==> src/rtl/detection_box_fusion_unit_assert.svh <==
// Assertion macros shared by the detection box fusion RTL.
`ifndef DETECTION_BOX_FUSION_UNIT_ASSERT_SVH
`define DETECTION_BOX_FUSION_UNIT_ASSERT_SVH

// Same-cycle implication, disabled while in reset.
`define DBF_ASSERT_IMPL(name, clk, rst_n, ante, cons) \
    name: assert property (@(posedge clk) disable iff (!rst_n) (ante) |-> (cons)) \
        else $error("dbf assertion failed");

// Next-cycle implication, disabled while in reset.
`define DBF_ASSERT_NEXT(name, clk, rst_n, ante, cons) \
    name: assert property (@(posedge clk) disable iff (!rst_n) (ante) |=> (cons)) \
        else $error("dbf assertion failed");

`endif

==> src/rtl/dbf_pkg.sv <==
// Shared constants, types and controller/datapath interface for the box fusion unit.
`default_nettype none
package dbf_pkg;

    localparam int MAX_BOXES = 64;
    localparam int IDX_W     = $clog2(MAX_BOXES);
    localparam int CNT_W     = $clog2(MAX_BOXES + 1);

    localparam int EDGE_W    = 16;
    localparam int SCORE_W   = 16;
    localparam int CLASS_W   = 8;
    localparam int CFG_W     = 16;
    localparam int CFG_IDX_W = 2;
    localparam int NUM_EDGES = 4;
    localparam int BOX_W     = NUM_EDGES * EDGE_W;
    localparam int REC_W     = BOX_W + SCORE_W + CLASS_W;

    localparam int PROD_W    = EDGE_W + SCORE_W;
    localparam int WGT_W     = SCORE_W + IDX_W;
    localparam int SUM_W     = PROD_W + IDX_W;
    localparam int STEP_W    = $clog2(EDGE_W + 1);

    localparam int FRAC_W    = 16;
    localparam int CEN_SHIFT = 22;

    localparam int E_LEFT   = 0;
    localparam int E_TOP    = 1;
    localparam int E_RIGHT  = 2;
    localparam int E_BOTTOM = 3;

    localparam logic [CFG_IDX_W-1:0] CFG_IOU_LIMIT     = 2'd0;
    localparam logic [CFG_IDX_W-1:0] CFG_CENTRE_FACTOR = 2'd1;
    localparam logic [CFG_IDX_W-1:0] CFG_AREA_RATIO    = 2'd2;

    localparam logic [CFG_W-1:0] RST_IOU_LIMIT     = 16'd29491;
    localparam logic [CFG_W-1:0] RST_CENTRE_FACTOR = 16'd737;
    localparam logic [CFG_W-1:0] RST_AREA_RATIO    = 16'd39322;

    typedef logic [IDX_W-1:0]   t_idx;
    typedef logic [CNT_W-1:0]   t_cnt;
    typedef logic [EDGE_W-1:0]  t_edge;
    typedef logic [SCORE_W-1:0] t_score;
    typedef logic [CLASS_W-1:0] t_class;

    // edges[0] is left, lowest bits
    typedef struct packed {
        t_class                      cls;
        t_score                      score;
        logic [NUM_EDGES-1:0][EDGE_W-1:0] edges;
    } t_rec;

    typedef struct packed {
        logic load_we;
        t_idx wr_addr;
        t_idx rd_addr;
        logic anc_latch;
        logic scan_issue;
        logic div_start;
        logic emit;
        logic batch_end;
        logic single;
    } t_cmd;

    typedef struct packed {
        logic cand_vld;
        t_idx cand_idx;
        logic pipe_busy;
        logic div_busy;
        logic out_free;
    } t_sts;

endpackage
`default_nettype wire

==> src/rtl/dbf_ctrl.sv <==
// Sequencer for loading, cluster scans, division and result hand-off.
`default_nettype none
`include "detection_box_fusion_unit_assert.svh"
module dbf_ctrl (
    input  wire logic          i_clk,
    input  wire logic          i_rst_n,
    input  wire logic          i_in_valid,
    input  wire logic          i_in_last,
    output logic               o_in_ready,
    output dbf_pkg::t_cmd      o_cmd,
    input  wire dbf_pkg::t_sts i_sts
);
    import dbf_pkg::*;

    typedef enum logic [2:0] {
        ST_LOAD, ST_FETCH, ST_LATCH, ST_SCAN, ST_DRAIN, ST_DIV, ST_EMIT
    } t_state;

    t_state r_state;
    t_cnt   r_count;
    t_idx   r_scan;
    logic   w_in_acc;

    assign o_in_ready = (r_state == ST_LOAD);
    assign w_in_acc   = o_in_ready && i_in_valid;

    always_comb begin
        o_cmd            = '0;
        o_cmd.rd_addr    = r_scan;
        o_cmd.wr_addr    = r_count[IDX_W-1:0];
        o_cmd.single     = (r_count == CNT_W'(1));
        o_cmd.load_we    = w_in_acc && (r_count != CNT_W'(MAX_BOXES));
        case (r_state)
            ST_FETCH: o_cmd.rd_addr    = i_sts.cand_idx;
            ST_LATCH: o_cmd.anc_latch  = 1'b1;
            ST_SCAN:  o_cmd.scan_issue = 1'b1;
            ST_DRAIN: o_cmd.div_start  = !i_sts.pipe_busy;
            ST_EMIT: begin
                o_cmd.emit      = i_sts.out_free;
                o_cmd.batch_end = i_sts.out_free && !i_sts.cand_vld;
            end
            default: ;
        endcase
    end

    always_ff @(posedge i_clk) begin
        if (!i_rst_n) begin
            r_state <= ST_LOAD;
            r_count <= '0;
            r_scan  <= '0;
        end else begin
            case (r_state)
                ST_LOAD: begin
                    if (w_in_acc) begin
                        if (o_cmd.load_we) begin
                            r_count <= r_count + CNT_W'(1);
                        end
                        if (i_in_last) begin
                            r_state <= ST_FETCH;
                        end
                    end
                end
                ST_FETCH: r_state <= ST_LATCH;
                ST_LATCH: begin
                    r_scan  <= '0;
                    r_state <= ST_SCAN;
                end
                ST_SCAN: begin
                    if (CNT_W'(r_scan) == r_count - CNT_W'(1)) begin
                        r_state <= ST_DRAIN;
                    end else begin
                        r_scan <= r_scan + IDX_W'(1);
                    end
                end
                ST_DRAIN: begin
                    if (!i_sts.pipe_busy) begin
                        r_state <= ST_DIV;
                    end
                end
                ST_DIV: begin
                    if (!i_sts.div_busy) begin
                        r_state <= ST_EMIT;
                    end
                end
                ST_EMIT: begin
                    if (i_sts.out_free) begin
                        if (i_sts.cand_vld) begin
                            r_state <= ST_FETCH;
                        end else begin
                            r_state <= ST_LOAD;
                            r_count <= '0;
                        end
                    end
                end
                default: r_state <= ST_LOAD;
            endcase
        end
    end

    `DBF_ASSERT_IMPL(a_merge_nonempty, i_clk, i_rst_n, r_state != ST_LOAD, r_count != '0)
    `DBF_ASSERT_IMPL(a_scan_in_range, i_clk, i_rst_n, r_state == ST_SCAN, CNT_W'(r_scan) < r_count)
    `DBF_ASSERT_IMPL(a_fetch_has_anchor, i_clk, i_rst_n, r_state == ST_FETCH, i_sts.cand_vld)
endmodule
`default_nettype wire

==> config.mk <==
export PLATFORM = sky130hd
export DESIGN_NAME = dbf_ctrl
export DESIGN_NICKNAME = d
export VERILOG_FILES = /design/src/rtl/dbf_pkg.sv /design/src/rtl/dbf_ctrl.sv
export VERILOG_INCLUDE_DIRS = /design/src /design/src/rtl
export SDC_FILE = /design/constraint.sdc
export NUM_CORES = 1
export LEC_CHECK = 0
export ABC_AREA = 1
export BUFFER_PORTS_ARGS = -buffer_cell sky130_fd_sc_hd__buf_4
export CELL_PAD_IN_SITES_DETAIL_PLACEMENT = 1
export CELL_PAD_IN_SITES_GLOBAL_PLACEMENT = 2
export CORE_MARGIN = 4
export CORE_UTILIZATION = 27
export CTS_CLUSTER_SIZE = 8
export DETAILED_ROUTE_END_ITERATION = 12
export PLACE_DENSITY_LB_ADDON = 0.08
export SETUP_SLACK_MARGIN = 0.2
export SLEW_MARGIN = 30
export SYNTH_ARGS = -nofsm -noshare
export SYNTH_HDL_FRONTEND = slang
export SYNTH_SLANG_ARGS = --single-unit
==> constraint.sdc <==
create_clock -name i_clk -period 2.7 [get_ports i_clk]
set_clock_uncertainty 0.2 [all_clocks]
set_input_delay 0.54 -clock i_clk [delete_from_list [all_inputs] [get_ports i_clk]]
set_output_delay 0.54 -clock i_clk [all_outputs]
set_load 0.01 [all_outputs]
==> key figures <==
Worst hold path
  • Hold Path Class: reg -> reg
  • Hold wc startpoint: r_count[6]
  • Hold path cells: 2
  • Hold Path End: r_count[6]

Placed design
  • RePlAce Congestion: 0.777
  • Final HPWL DP: 3.51 mm
  • Post-DP Area: between 1500 and 2000 um^2
  • Port Buffers: 33

Yosys
  • Seq/Total Area, Yosys: around 23%
  • Distinct cell type count after synthesis: 32
  • Yosys warnings: 0
  • Number of enable flip-flop cells after synthesis: 0
  • Yosys top cell by area: dfxtp_1
  • Syn_nets: about 250
  • Syn avg cell area: a little over 6 um^2
  • Cell area after synthesis: between 1000 and 1500 um^2
  • Top-area cell type share of the netlist area: a little under a quarter
  • Largest cells by area after synthesis: dfxtp_1, nand2_1, nor2_1, inv_1, nand3_1
  • Primary FF master, synth: dfxtp_1
  • Synth Register Bits: 16
  • Synth async-reset ratio: 0%
  • Synth Instances: roughly 230

Cells and area
  • Layout cells sized above 1: 20.3%
  • Fillers: around 700
  • FF/Latch Area: roughly 320 um^2
  • N_diodes: 0
  • Area of the multi-input gates: 895 um^2
  • Final instance area: around 1700 um^2
  • Synthesis-to-finish area growth: 21.2%
  • Nets: between 200 and 300

Critical path
  • WP data arrival: between 1.5 and 2 ns
  • CP max-delay cell: dfxtp_1
  • R2r setup slk: between 0.5 and 0.6 ns
  • Req. time, crit path: approximately 2.0 ns
  • Most frequent CP cell: inv_1
  • Critical Path Start Type: register
  • RR Startpoint: r_count[1]
  • Worst-path fanout max: 9
  • R2R depth: 13
  • Crit Path Class: reg -> out
  • Slowest stage delay, CP: about 0.58 ns
  • Critical path endpoint category: primary output
  • Worst R2R End: r_state[1]
  • Cell Chain, Critical Path: inv_1 -> nand2_1 -> inv_1 -> buf_4

STA
  • Worst-Margin Slew: roughly 0.49 ns
  • Final Setup Violations: 0
  • Period minus WS final: about 2.3 ns
  • Slew HR: around 67%
  • RSZ-0062 raised after global routing: no
  • Final Cycle Share: between 80% and 90%
  • Peak Freq: 440 MHz
  • Final hold vios: 0
  • Total negative slack: 0 ns
  • Slew Limit Fails: 0

Route
  • Remaining DRCs: 0
  • Pre-antenna DRT Iters: 4
  • Initial DRC count: 31
  • Total wire length: approximately 4.2 mm
  • DR vias: between 1,000 and 1,500
  • Via density: 4.48
  • Avg WL per Cell: around 13 um
  • Antenna-violating nets left: 0

Power
  • P per Cell Area: between 700 and 800 nW/um^2
  • Highest ir drop seen on vdd: 0.000275 V
  • Leakage power: 0.795 nW

Global route
  • Global route hottest layer: met2
  • Congestion Overflow GR: 0
  • Largest net degree at the start of global routing: 14
  • Met2 Use GR: between 20% and 30%
  • Met3 Track Usage GR: between 2 and 2.5%
  • Initial antenna violation count: 0
  • Met1 usage: approximately 20%
  • All-Layer GR Usage: between 10% and 20%
  • Vias in the first global route: 1,471
  • Global-route wire length before repair: 7.35 mm

Floorplan
  • CORE AREA: a little over 5000 um^2
  • Die width: just over 80 um
  • Cell Rows: 26
  • Initial core utilization: about 28%
  • Die area: between 6000 and 7000 um^2
  • Die H: approximately 80 um
  • I/O pin total: 34

CTS
  • Clock sink total: 16
  • Setup bufs post-CTS: 0
  • Bufs on Longest Clock Path: 2
  • TritonCTS clock tree: yes
  • Num CTS Buffers: 3
  • Root Driver: clkbuf_8
  • Later-pin clock latency in the skew report: approximately 0.24 ns
  • Hold-fix buffers, CTS: 0
  • Clk pin slew, worst setup/hold paths: 0.06 ns
  • CTS resizes: 0
  • H-tree levels: 1

Run status
  • Outcome: completed

Run
  • Max_cap viols: 0
worst max-delay path by stage:
stage	startpoint	endpoint	slack (ns)
finish	r_state[2]	o_cmd[5]	0.43
global route	r_state[2]	o_cmd[5]	0.28
CTS	r_state[0]	o_cmd[10]	0.24
detailed placement	r_count[0]	r_state[1]	0.38
global placement	r_count[0]	r_state[1]	0.45
floorplan	r_count[0]	r_state[1]	0.70
report_power, final:
part	total, mW	internal (mW)	switching [mW]
Sequential	0.342	0.275	0.0671
Combinational	0.754	0.306	0.449
Clock	0.178	0.0988	0.0796
Total	1.27	0.680	0.595
registers in the layout (all words and copies together), names as in the netlist:
| signal | count |
|---|---|
| r_state | 3 |
| r_scan | 6 |
| r_count | 7 |
final cells by class:
cell class              count  area share, %
well taps                  70           5.10
flip-flops and latches     16           18.7
inverters                  33           7.22
repair buffers             33           14.4
multi-input cells         171           52.1
clock buffers               3           2.41
worst max-delay path, delay by kind of cell (launching register included):
family	cells	cell delay (ns)
DFF	1	0.58
buffers and inverters	3	0.40
and+or+nand+nor	1	0.31
synth_stat cells, types with 2 or more instances:
| cell | number |
|---|---|
| nand3b_1 | 4 |
| inv_1 | 30 |
| xor2_1 | 8 |
| ha_1 | 5 |
| clkbuf_1 | 2 |
| nand3_1 | 20 |
| o21ai_0 | 2 |
| buf_6 | 2 |
| inv_2 | 3 |
| dfxtp_1 | 16 |
| nor3_1 | 4 |
| nor2_2 | 2 |
| a21oi_1 | 19 |
| buf_4 | 7 |
| nand2_4 | 2 |
| nor2_1 | 31 |
| nand2_1 | 60 |
through the flow:
step | utilization (%) | setup WS (ns) | total power [mW] | cells | hold WS [ns]
finish | 33.6 | 0.428 | 1.27 | 326 | 0.332
global route | 33.6 | 0.279 | 1.44 | 326 | 0.356
CTS | 33.4 | 0.236 | 1.30 | 326 | 0.338
detailed placement | 32.6 | 0.375 | 1.11 | 323 | 0.328
global placement | 32.6 | 0.446 | 1.11 | 323 | 0.332
floorplan | - | 0.704 | 0.867 | 232 | 0.280
logic make-up (layout without fill, tap and decap cells):
| family | Yosys count | after routing | share of synthesized area, % |
|---|---|---|---|
| xor gates and xnor gates | 9 | 9 | 5.57 |
| buffers and inverters | 45 | 69 | 14.9 |
| and+or+nand+nor | 129 | 129 | 41.4 |
| AOI/OAI and AO/OA | 28 | 28 | 11.0 |
| DFF | 16 | 16 | 22.6 |
| adders and majority gates | 5 | 5 | 4.42 |
cell usage in the layout, fill, tap and decap left out, drive strengths merged:
| master | count |
|---|---|
| xnor2 | 1 |
| a31oi | 1 |
| nand2 | 62 |
| xor2 | 8 |
| or2 | 1 |
| dfxtp | 16 |
| nor2 | 34 |
| o211ai | 1 |
| o21ai | 4 |
| nand4 | 1 |
| nand3 | 21 |
| buf | 33 |
| a21oi | 20 |
| o21bai | 1 |
| nand3b | 4 |
| clkbuf | 3 |
| inv | 33 |
| nor3 | 6 |
| a211oi | 1 |
| ha | 5 |
layer usage:
metal,vias to the layer above,part of all wire (%)
li1,774,-
met1,669,49
met2,15,48
met3,2,2.8
met4,0,0.59
met5,-,0
(Power assumes the default switching activity.)
